File: config.mk
export PLATFORM = sky130hd
export DESIGN_NAME = ascii85_stream_encoder_core_flat
export DESIGN_NICKNAME = d
export VERILOG_FILES = /design/src/hw/rtl/a85_pkg.sv /design/src/hw/rtl/a85_if.sv /design/src/hw/rtl/a85_cell.sv /design/src/hw/rtl/a85_ser.sv /design/src/hw/rtl/ascii85_stream_encoder_core.sv /design/src/flat_wrapper.sv
export SDC_FILE = /design/constraint.sdc
export NUM_CORES = 2
export LEC_CHECK = 0
export BUFFER_PORTS_ARGS = -buffer_cell sky130_fd_sc_hd__buf_2
export CAP_MARGIN = 40
export CORE_MARGIN = 2
export CORE_UTILIZATION = 40
export CTS_BUF_LIST = sky130_fd_sc_hd__clkbuf_8
export CTS_CLUSTER_SIZE = 25
export DETAILED_ROUTE_END_ITERATION = 12
export PLACE_DENSITY = 0.59
export SKIP_CTS_REPAIR_TIMING = 1
export SYNTH_ARGS = -nofsm -noshare
export SYNTH_HDL_FRONTEND = slang
export SYNTH_SLANG_ARGS = --single-unit
File: constraint.sdc
create_clock -name clk -period 12.5 [get_ports clk]
set_input_delay 1.875 -clock clk [delete_from_list [all_inputs] [get_ports clk]]
set_output_delay 1.875 -clock clk [all_outputs]
set_load 0.02 [all_outputs]
File: src/hw/rtl/a85_pkg.sv
package a85_pkg;

    localparam int DIG_W       = 7;
    localparam int NUM_DIGITS  = 5;
    localparam int NUM_CELLS   = 4;
    localparam int Q_W         = 26;
    localparam int RECIP_SHIFT = 38;

    localparam logic [31:0]      RECIP     = 32'd3233857729;
    localparam logic [31:0]      RADIX     = 32'd85;
    localparam logic [DIG_W-1:0] OFFSET    = 7'd33;
    localparam logic [DIG_W-1:0] ZERO_CHAR = 7'd122;
    localparam logic [1:0]       HELD_FULL = 2'd3;

    typedef logic [DIG_W-1:0] dig_t;

    // one group moving down the divider chain
    typedef struct packed {
        logic                       valid;
        logic [31:0]                value;
        logic [NUM_DIGITS-1:0][DIG_W-1:0] digs;
        logic [2:0]                 nchar;
        logic                       zero;
        logic                       eos;
    } cell_item_t;

endpackage

File: src/hw/rtl/a85_if.sv
interface a85_in_if;
    import a85_pkg::*;
    logic       valid;
    logic       ready;
    logic [7:0] data_byte;
    logic       end_of_stream;

    modport source (output valid, output data_byte, output end_of_stream, input ready);
    modport sink (input valid, input data_byte, input end_of_stream, output ready);
endinterface

interface a85_out_if;
    import a85_pkg::*;
    logic       valid;
    logic       ready;
    dig_t       out_char;
    logic       last_char;

    modport source (output valid, output out_char, output last_char, input ready);
    modport sink (input valid, input out_char, input last_char, output ready);
endinterface

File: src/hw/rtl/a85_cell.sv
module a85_cell
    import a85_pkg::*;
(
    input  logic       clk,
    input  logic       rst_n,
    input  logic       en,
    input  cell_item_t cell_in,
    output cell_item_t cell_out
);

    typedef struct packed {
        logic [Q_W-1:0]             q;
        dig_t                       lo;
        logic [NUM_DIGITS-1:0][DIG_W-1:0] digs;
        logic [2:0]                 nchar;
        logic                       zero;
        logic                       eos;
    } mid_t;

    logic        mid_valid_reg;
    mid_t        mid_reg;
    mid_t        mid_next;
    logic [63:0] prod;
    logic [31:0] q85;
    dig_t        rem;
    logic        out_valid_reg;
    cell_item_t  out_reg;
    cell_item_t  out_next;

    // quotient by 85 through the reciprocal, exact for any 32-bit value
    assign prod = 64'(cell_in.value) * 64'(RECIP);

    always_comb
    begin
        mid_next.q     = prod[RECIP_SHIFT +: Q_W];
        mid_next.lo    = cell_in.value[DIG_W-1:0];
        mid_next.digs  = cell_in.digs;
        mid_next.nchar = cell_in.nchar;
        mid_next.zero  = cell_in.zero;
        mid_next.eos   = cell_in.eos;
    end

    // remainder is below 128, so the low bits are enough
    assign q85 = 32'(mid_reg.q) * RADIX;
    assign rem = mid_reg.lo - q85[DIG_W-1:0];

    always_comb
    begin
        out_next.valid = mid_valid_reg;
        out_next.value = 32'(mid_reg.q);
        out_next.digs  = {rem, mid_reg.digs[NUM_DIGITS-1:1]};
        out_next.nchar = mid_reg.nchar;
        out_next.zero  = mid_reg.zero;
        out_next.eos   = mid_reg.eos;
    end

    always_ff @(posedge clk or negedge rst_n)
    begin
        if (!rst_n)
        begin
            mid_valid_reg <= 1'b0;
            out_valid_reg <= 1'b0;
        end
        else if (en)
        begin
            mid_valid_reg <= cell_in.valid;
            out_valid_reg <= mid_valid_reg;
        end
    end

    always_ff @(posedge clk)
    begin
        if (en)
        begin
            mid_reg <= mid_next;
            out_reg <= out_next;
        end
    end

    always_comb
    begin
        cell_out       = out_reg;
        cell_out.valid = out_valid_reg;
    end

endmodule

File: src/hw/rtl/a85_ser.sv
module a85_ser
    import a85_pkg::*;
(
    input  logic       clk,
    input  logic       rst_n,
    input  cell_item_t grp,
    output logic       load_ok,
    a85_out_if.source  char_ch
);

    logic [2:0]                        cnt_reg;
    logic [2:0]                        cnt_next;
    logic [NUM_DIGITS-1:0][DIG_W-1:0]  chars_reg;
    logic [NUM_DIGITS-1:0][DIG_W-1:0]  chars_next;
    logic                              eos_reg;
    logic                              eos_next;
    logic                              taken;
    logic                              load;

    assign taken   = char_ch.valid && char_ch.ready;
    assign load_ok = (cnt_reg == 3'd0) || ((cnt_reg == 3'd1) && taken);
    assign load    = grp.valid && load_ok;

    always_comb
    begin
        cnt_next   = cnt_reg;
        chars_next = chars_reg;
        eos_next   = eos_reg;
        if (load)
        begin
            cnt_next      = grp.nchar;
            eos_next      = grp.eos;
            chars_next[0] = grp.zero ? ZERO_CHAR : (grp.value[DIG_W-1:0] + OFFSET);
            chars_next[1] = grp.digs[4] + OFFSET;
            chars_next[2] = grp.digs[3] + OFFSET;
            chars_next[3] = grp.digs[2] + OFFSET;
            chars_next[4] = grp.digs[1] + OFFSET;
        end
        else if (taken)
        begin
            cnt_next   = cnt_reg - 3'd1;
            chars_next = {DIG_W'(0), chars_reg[NUM_DIGITS-1:1]};
        end
    end

    always_ff @(posedge clk or negedge rst_n)
    begin
        if (!rst_n)
        begin
            cnt_reg <= 3'd0;
        end
        else
        begin
            cnt_reg <= cnt_next;
        end
    end

    always_ff @(posedge clk)
    begin
        chars_reg <= chars_next;
        eos_reg   <= eos_next;
    end

    assign char_ch.valid     = (cnt_reg != 3'd0);
    assign char_ch.out_char  = chars_reg[0];
    assign char_ch.last_char = eos_reg && (cnt_reg == 3'd1);

endmodule

File: src/hw/rtl/ascii85_stream_encoder_core.sv
// ASCII85 encoder: takes one byte a cycle while ready, packs bytes into big-endian
// groups of four; each full group leaves as five characters ('!'..'u') or a
// single 'z' for an all-zero group, and a stream ending on n bytes (1 to 3)
// gives n+1 characters. last_char marks the final character of the stream.
// Groups go through a chain of four divide-by-85 cells, two register stages
// each, then the serializer. Bytes are taken one per cycle unless the chain
// stalls; characters leave one per cycle while char_ch is ready, so a steady
// stream is paced by the output port, five characters for four bytes.
module ascii85_stream_encoder_core
    import a85_pkg::*;
(
    input  logic     clk,
    input  logic     rst_n,
    a85_in_if.sink   data_ch,
    a85_out_if.source char_ch
);

    logic [23:0]  grp_reg;
    logic [23:0]  grp_next;
    logic [1:0]   held_reg;
    logic [1:0]   held_next;
    logic         advance;
    logic         accept;
    logic [31:0]  acc;
    logic         emit;
    cell_item_t   head;
    cell_item_t   chain [NUM_CELLS+1];
    logic         load_ok;

    assign acc    = {grp_reg, data_ch.data_byte};
    assign emit   = (held_reg == HELD_FULL) || data_ch.end_of_stream;
    assign accept = data_ch.valid && data_ch.ready;

    // the whole chain moves unless the tail group cannot be handed over
    assign advance       = !chain[NUM_CELLS].valid || load_ok;
    assign data_ch.ready = advance;

    always_comb
    begin
        head.valid = accept && emit;
        head.eos   = data_ch.end_of_stream;
        head.digs  = '0;
        head.zero  = 1'b0;
        case (held_reg)
            2'd0:
            begin
                head.value = {data_ch.data_byte, 24'd0};
                head.nchar = 3'd2;
            end
            2'd1:
            begin
                head.value = {grp_reg[7:0], data_ch.data_byte, 16'd0};
                head.nchar = 3'd3;
            end
            2'd2:
            begin
                head.value = {grp_reg[15:0], data_ch.data_byte, 8'd0};
                head.nchar = 3'd4;
            end
            default:
            begin
                head.value = acc;
                head.zero  = (acc == 32'd0);
                head.nchar = (acc == 32'd0) ? 3'd1 : 3'd5;
            end
        endcase
    end

    always_comb
    begin
        grp_next  = grp_reg;
        held_next = held_reg;
        if (accept)
        begin
            if (emit)
            begin
                grp_next  = 24'd0;
                held_next = 2'd0;
            end
            else
            begin
                grp_next  = acc[23:0];
                held_next = held_reg + 2'd1;
            end
        end
    end

    always_ff @(posedge clk or negedge rst_n)
    begin
        if (!rst_n)
        begin
            grp_reg  <= 24'd0;
            held_reg <= 2'd0;
        end
        else
        begin
            grp_reg  <= grp_next;
            held_reg <= held_next;
        end
    end

    assign chain[0] = head;

    for (genvar i = 0; i < NUM_CELLS; i++)
    begin : g_cell
        a85_cell u_cell (
            .clk      (clk),
            .rst_n    (rst_n),
            .en       (advance),
            .cell_in  (chain[i]),
            .cell_out (chain[i+1])
        );
    end

    a85_ser u_ser (
        .clk     (clk),
        .rst_n   (rst_n),
        .grp     (chain[NUM_CELLS]),
        .load_ok (load_ok),
        .char_ch (char_ch)
    );

endmodule
File: src/flat_wrapper.sv
// flat-port wrapper written by rule: the top's interface ports become plain ports
module ascii85_stream_encoder_core_flat import a85_pkg::*;
  (clk, rst_n, data_ch_valid, data_ch_data_byte, data_ch_end_of_stream, data_ch_ready, char_ch_valid, char_ch_out_char, char_ch_last_char, char_ch_ready);
  a85_in_if data_ch_i ();
  a85_out_if char_ch_i ();
  input  logic clk;
  input  logic rst_n;
  input wire logic [$bits(data_ch_i.valid)-1:0] data_ch_valid;
  input wire logic [$bits(data_ch_i.data_byte)-1:0] data_ch_data_byte;
  input wire logic [$bits(data_ch_i.end_of_stream)-1:0] data_ch_end_of_stream;
  output wire logic [$bits(data_ch_i.ready)-1:0] data_ch_ready;
  output wire logic [$bits(char_ch_i.valid)-1:0] char_ch_valid;
  output wire logic [$bits(char_ch_i.out_char)-1:0] char_ch_out_char;
  output wire logic [$bits(char_ch_i.last_char)-1:0] char_ch_last_char;
  input wire logic [$bits(char_ch_i.ready)-1:0] char_ch_ready;
  assign data_ch_i.valid = data_ch_valid;
  assign data_ch_i.data_byte = data_ch_data_byte;
  assign data_ch_i.end_of_stream = data_ch_end_of_stream;
  assign data_ch_ready = data_ch_i.ready;
  assign char_ch_valid = char_ch_i.valid;
  assign char_ch_out_char = char_ch_i.out_char;
  assign char_ch_last_char = char_ch_i.last_char;
  assign char_ch_i.ready = char_ch_ready;
  ascii85_stream_encoder_core u_core (.clk(clk), .rst_n(rst_n), .data_ch(data_ch_i), .char_ch(char_ch_i));
endmodule
Word-level counts from Yosys, hierarchy flattened
Index checks and enable logic that the tools add are counted.
- word-level logic and storage cells: 118
- input bits: 13
- output and inout port bits: 10
- bits in registers: 436
- $add $sub $neg: 11
- multiply operators: 8
- equality and inequality tests: 4
- muxes and demuxes: 10
- reduce and logical (&&, ||, !) cells: 16
- operators by type and width (kind ; count):
    multiplier 26 x 32 -> 58 bit (second input constant) ; 3
    one-hot mux 32 bit (3 select lines) ; 1
    multiplier 26 x 7 -> 7 bit (second input constant) ; 3
    two-way mux 35 bit ; 2
    multiplier 32 x 32 -> 64 bit (second input constant) ; 1
    adder 7 x 6 -> 7 bit (second input constant) ; 5
    zero test 32 bit ; 1
    subtractor 7 bit ; 4
    two-way mux 24 bit ; 1
    multiplier 20 x 7 -> 7 bit (second input constant) ; 1
    two-way mux 3 bit ; 3
    one-hot mux 3 bit (3 select lines) ; 1
    two-way mux 7 bit ; 1
    logical AND 1 bit ; 6
    equality test 2 bit (second input constant) ; 2
    equality test 3 x 1 -> 1 bit (second input constant) ; 1
    zero test 3 bit ; 1
    logical OR 1 bit ; 3
    nonzero test 3 bit ; 1
    OR reduction 3 bit ; 1
    subtractor 3 x 1 -> 3 bit (second input constant) ; 1
    adder 2 x 1 -> 2 bit (second input constant) ; 1
    equality test 2 x 1 -> 1 bit (second input constant) ; 1
    zero test 2 bit ; 1
    3 further kinds ; 3

Depth between registers and ports, before layout
- word-level depth: 7
- depth in mapped cells: 31
- gate-level depth less buffers: 29

Hierarchy
From an unflattened synthesis, not the netlist that was laid out.
- cells, all modules: 5718
- area total of the unflattened synthesis: 64224.1 um^2
- by module, submodules not included (module ; cells each ; area each (um^2) ; times used):
    a85_cell (u_core.g_cell[1].u_cell) ; 1338 ; 15200.8 ; 1
    a85_cell (u_core.g_cell[2].u_cell) ; 1366 ; 15189.6 ; 1
    a85_cell (u_core.g_cell[3].u_cell) ; 1319 ; 14983.1 ; 1
    a85_cell (u_core.g_cell[0].u_cell) ; 1314 ; 14929.3 ; 1
    a85_ser ; 203 ; 2270.9 ; 1
    ascii85_stream_encoder_core ; 178 ; 1650.3 ; 1

Least setup slack after synthesis
OpenSTA, ideal clock, no wires.
- path kind: input port to output port
- start point: in char_ch_ready
- end point: out data_ch_ready
- path buffers: 1
- stages on the path: 3
- path slack: -533 ps
- arrival: 11158 ps
- cell sequence: a21oi_1 > o21ai_0 > clkbuf_1
- longest elaborated chain between the ends: 4
- RTL lines (element ; line ; text):
    start: declaration ; flat_wrapper.sv:15 ; input wire logic [$bits(char_ch_i.ready)-1:0] char_ch_ready;
    logical AND 1 bit ; a85_ser.sv:20 ; assign taken = char_ch.valid && char_ch.ready;
    logical AND 1 bit ; a85_ser.sv:21 ; assign load_ok = (cnt_reg == 3'd0) || ((cnt_reg == 3'd1) && taken);
    logical OR 1 bit ; a85_ser.sv:21 ;
    logical OR 1 bit ; ascii85_stream_encoder_core.sv:35 ; assign advance = !chain[NUM_CELLS].valid || load_ok;
    end: declaration ; flat_wrapper.sv:11 ; output wire logic [$bits(data_ch_i.ready)-1:0] data_ch_ready;
Every way passes these cells.

Final worst setup path
- start point: in data_ch_data_byte[7]
- end point: reg u_core.g_cell[0].u_cell.mid_reg[69] in the netlist's numbering (data pin)
- longest elaborated chain between the ends: 2
- RTL lines (element ; line ; text):
    start: declaration ; flat_wrapper.sv:9 ; input wire logic [$bits(data_ch_i.data_byte)-1:0] data_ch_data_byte;
    one-hot mux 32 bit (3 select lines) ; ascii85_stream_encoder_core.sv:44 ; case (held_reg)
    multiplier 32 x 32 -> 64 bit ; a85_cell.sv:31 ; assign prod = 64'(cell_in.value) * 64'(RECIP);
    net u_core.g_cell[0].u_cell.prod[60] ; a85_cell.sv:23 ; logic [63:0] prod;
    end signal: assignment ; a85_cell.sv:75 ; mid_reg <= mid_next;
    end: declaration ; a85_cell.sv:21 ; mid_t mid_reg;
The timed path passes the listed nets, and every way through them passes these cells.
A chain may end at the register's enable or synchronous reset.

==> results.tsv <==
stage	metric	value	unit
synthesis	synthesis.instances	3372	
synthesis	yosysTopAreaCell	sky130_fd_sc_hd__edfxtp_1	
timing	maxSlewViolCount	0	
synthesis	postSynthAreaPerCell	11.47	sq um
min_path	min_path_type	flip-flop to flip-flop	
timing	max_clock_skew	50.97	ps
setup_path	timing.critical_path.max_delay_family	adder cells	
flow_run	max_cap_violations	0	
synthesis	ys_seq_area_frac	0.2987	
finish	post-route-cell-area	41610	sq um
floorplanning	coreArea	96280	sq um
setup_path	crit_chain	buf_2 > a22oi_1 > o21ai_0 > ha_1 > ha_1 > ha_1 > fa_1 > inv_1 > fa_1 > inv_1 > fa_1 > fa_1 > ha_1 > ha_1 > nand2_1 > o21ai_0 > a41oi_1 > a31oi_1 > a211oi_2 > o31ai_1 > o22a_2 > a41oi_1 > o21ai_1 > xor2_1	
clock_tree	clkTransAtPathRegs	60	ps
clock_tree	cts_sinks	391	
synthesis	synth.net_count	4600	
setup_path	worst_ep_arrival_time	8800	ps
setup_path	worstSetupEndpointType	flip-flop	
setup_path	critPathRequiredTime	12890	ps
clock_tree	max-clock-path-buffers	3	
setup_path	timing.critical_path.fanout_max	9	
clock_tree	cts_tree	built	
drt	remaining_drc_errors	0	
timing	grt_setup_unrepaired	no	
drt	dr_total_vias	23060	
grt	globalRoute.totalOverflow	0	
floorplanning	dieHeight	315.0	um
timing	worstMarginPinSlew	874.1	ps
setup_path	cp_slowest_cell	sky130_fd_sc_hd__o21ai_0	
finish	num-nets-final	4651	
synthesis	asyncSetResetFlopFracSynth	0.09463	
synthesis	yosysWarningCount	0	
timing	final_total_negative_setup_slack	0	ps
finish	drive_above_1_share	0.04090	
finish	area_growth_syn_to_layout	7.535	%
setup_path	worstSetupPathType	input port to flip-flop	
floorplanning	die_w	315.0	um
grt	antenna_violations_before_repair	1	
timing	setup_viol	0	
drt	drt-wirelength-per-cell	17.04	um
synthesis	synth.lib_cells_used.distinct	71	
drt	drt_first_pass_iters	5	
place	dpl.hpwl	69390	um
synthesis	synthDominantCellAreaShare	0.2747	
place	gpl.final_weighted_congestion	0.9032	
floorplanning	rows	114	
synthesis	synth_area	38690	sq um
clock_tree	clockRootBuffer	sky130_fd_sc_hd__clkbuf_8	
synthesis	synth_ff_type	sky130_fd_sc_hd__edfxtp_1	
setup_path	critPathBufInv	3	
place	port_buffers	22	
timing	finalHoldViolations	0	
floorplanning	dieArea	99230	sq um
synthesis	synth_enable_flop_cells	354	
clock_tree	insertion_delay	690	ps
grt	grt_start_max_net_pins	162	
setup_path	worst_setup_path_start_kind	input port	
timing	period_needed	8411	ps
setup_path	cp_slowest_stage_delay	690	ps
grt	number_of_global_route_vias_before_repair	24290	
grt	grt_pass1_wl	130500	um
drt	dr.first_iter.drc_count	1343	
place	place_area	40370	sq um
clock_tree	htree_levels	2	
drt	routed_wirelength	80940	um
floorplanning	initial_core_util	0.4019	
synthesis	synth_seq_cells	391	
setup_path	timing.critical_path.mode_cell	sky130_fd_sc_hd__ha_1	
run_status	result_of_the_run	complete, no violations	
timing	period_share	0.6729	
timing	relative_slew_slack	0.4172	
drt	viasPerCell	4.855	
grt	globalRouteTotalUtil	0.1684	
finish	post-route-util	0.4321	
synthesis	synth.top_cells.by_area	sky130_fd_sc_hd__edfxtp_1 (27%), sky130_fd_sc_hd__ha_1 (27%), sky130_fd_sc_hd__fa_1 (20%), sky130_fd_sc_hd__inv_1 (6.9%), sky130_fd_sc_hd__xnor2_1 (2.6%)	
drt	ant_nets	0	
floorplanning	floorplan.io_pins	23	
clock_tree	numCtsBuffers	60	
timing	maxClockFrequency	0.1189	GHz
## metal layers
layer	vias to the layer above	global-route usage	part of all wire
li1	11480	-	-
met1	11140	0.2245	0.46
met2	313	0.2876	0.49
met3	124	0.01691	0.024
met4	0	0.05400	0.032
met5	-	0	0
## layout by cell type (no fill, tap or decap), drive strengths merged, types with 5 or more instances in the layout
master / count
a31oi: 12
o21ai: 124
mux2: 12
and3: 26
o31ai: 8
nand4: 16
edfxtp: 354
a21o: 77
and4: 9
buf: 34
a22oi: 14
o211ai: 5
fa: 378
bufinv: 5
nor3: 14
nor2b: 11
dfrtp: 37
ha: 837
nand2b: 8
o21a: 14
a41oi: 10
nand3: 39
a221o: 5
and2: 18
nand3b: 5
inv: 731
a21oi: 90
o21bai: 8
clkinv: 26
xnor2: 114
a211oi: 11
nor2: 54
nand2: 192
xor2: 49
clkbuf: 63
nor4: 12
## worst paths after layout
path	endpoint	cells past startpoint	from	slack, ps
worst min-delay path	u_core.g_cell[1].u_cell.cell_out[51]$_DFFE_PN_	0	u_core.g_cell[1].u_cell.mid_reg[58]$_DFFE_PN_	370
worst max-delay path	u_core.g_cell[0].u_cell.mid_reg[69]$_DFFE_PN_	24	data_ch_data_byte[7]	4090
worst min register to register	u_core.g_cell[1].u_cell.cell_out[51]$_DFFE_PN_	0	u_core.g_cell[1].u_cell.mid_reg[58]$_DFFE_PN_	370
max in group asynchronous	u_core.grp_reg[17]$_DFFE_PN0P_	2	rst_n	11050
worst max register to register	u_core.g_cell[0].u_cell.mid_reg[69]$_DFFE_PN_	25	u_core.held_reg[1]$_DFFE_PN0P_	4280
min in group asynchronous	u_core.u_ser.cnt_reg[2]$_DFFE_PN0P_	1	rst_n	1050
## per-stage QoR
stage               hold slack, ps  cells  setup slack [ps]
global placement             400.7   4631              3396
detailed placement           404.5   4637              3422
floorplan                    400.3   3372              4189
CTS                          358.7   4748              4115
finish                       370.9   4749              4089
global route                 364.1   4749              3733
## logic make-up after synthesis
kind of cell | synth area share
flops | 0.2987
xor+xnor | 0.03690
fa+ha+maj | 0.4663
buf+inv | 0.07460
simple gates | 0.04987
mux | 0.004269
compound gates | 0.06943
## cells in the mapped netlist (16+ instances only)
| cell type | instances |
|---|---|
| sky130_fd_sc_hd__nor2_1 | 54 |
| sky130_fd_sc_hd__a21oi_1 | 89 |
| sky130_fd_sc_hd__nand4_1 | 16 |
| sky130_fd_sc_hd__ha_1 | 837 |
| sky130_fd_sc_hd__fa_1 | 378 |
| sky130_fd_sc_hd__xor2_1 | 49 |
| sky130_fd_sc_hd__clkbuf_1 | 35 |
| sky130_fd_sc_hd__edfxtp_1 | 354 |
| sky130_fd_sc_hd__o21ai_0 | 116 |
| sky130_fd_sc_hd__and2_1 | 16 |
| sky130_fd_sc_hd__a21o_1 | 77 |
| sky130_fd_sc_hd__nand3_1 | 39 |
| sky130_fd_sc_hd__xnor2_1 | 114 |
| sky130_fd_sc_hd__nand2_1 | 192 |
| sky130_fd_sc_hd__dfrtp_1 | 37 |
| sky130_fd_sc_hd__inv_1 | 716 |
| sky130_fd_sc_hd__and3_1 | 26 |
## area by class of cell
| cell class | count | area (sq um) |
|---|---|---|
| tap | 1276 | 1597 |
| multi-input combinational | 2220 | 24260 |
| inverter | 716 | 2688 |
| antenna | 1 | 2.502 |
| fill | 9122 | 54670 |
| clock buffer | 63 | 867.1 |
| clock inverter | 48 | 366.6 |
| timing repair buffer | 34 | 267.8 |
| sequential | 391 | 11560 |
Power is not shown: default switching activity piles up to over one toggle a cycle in this logic, so the estimate is an artifact.
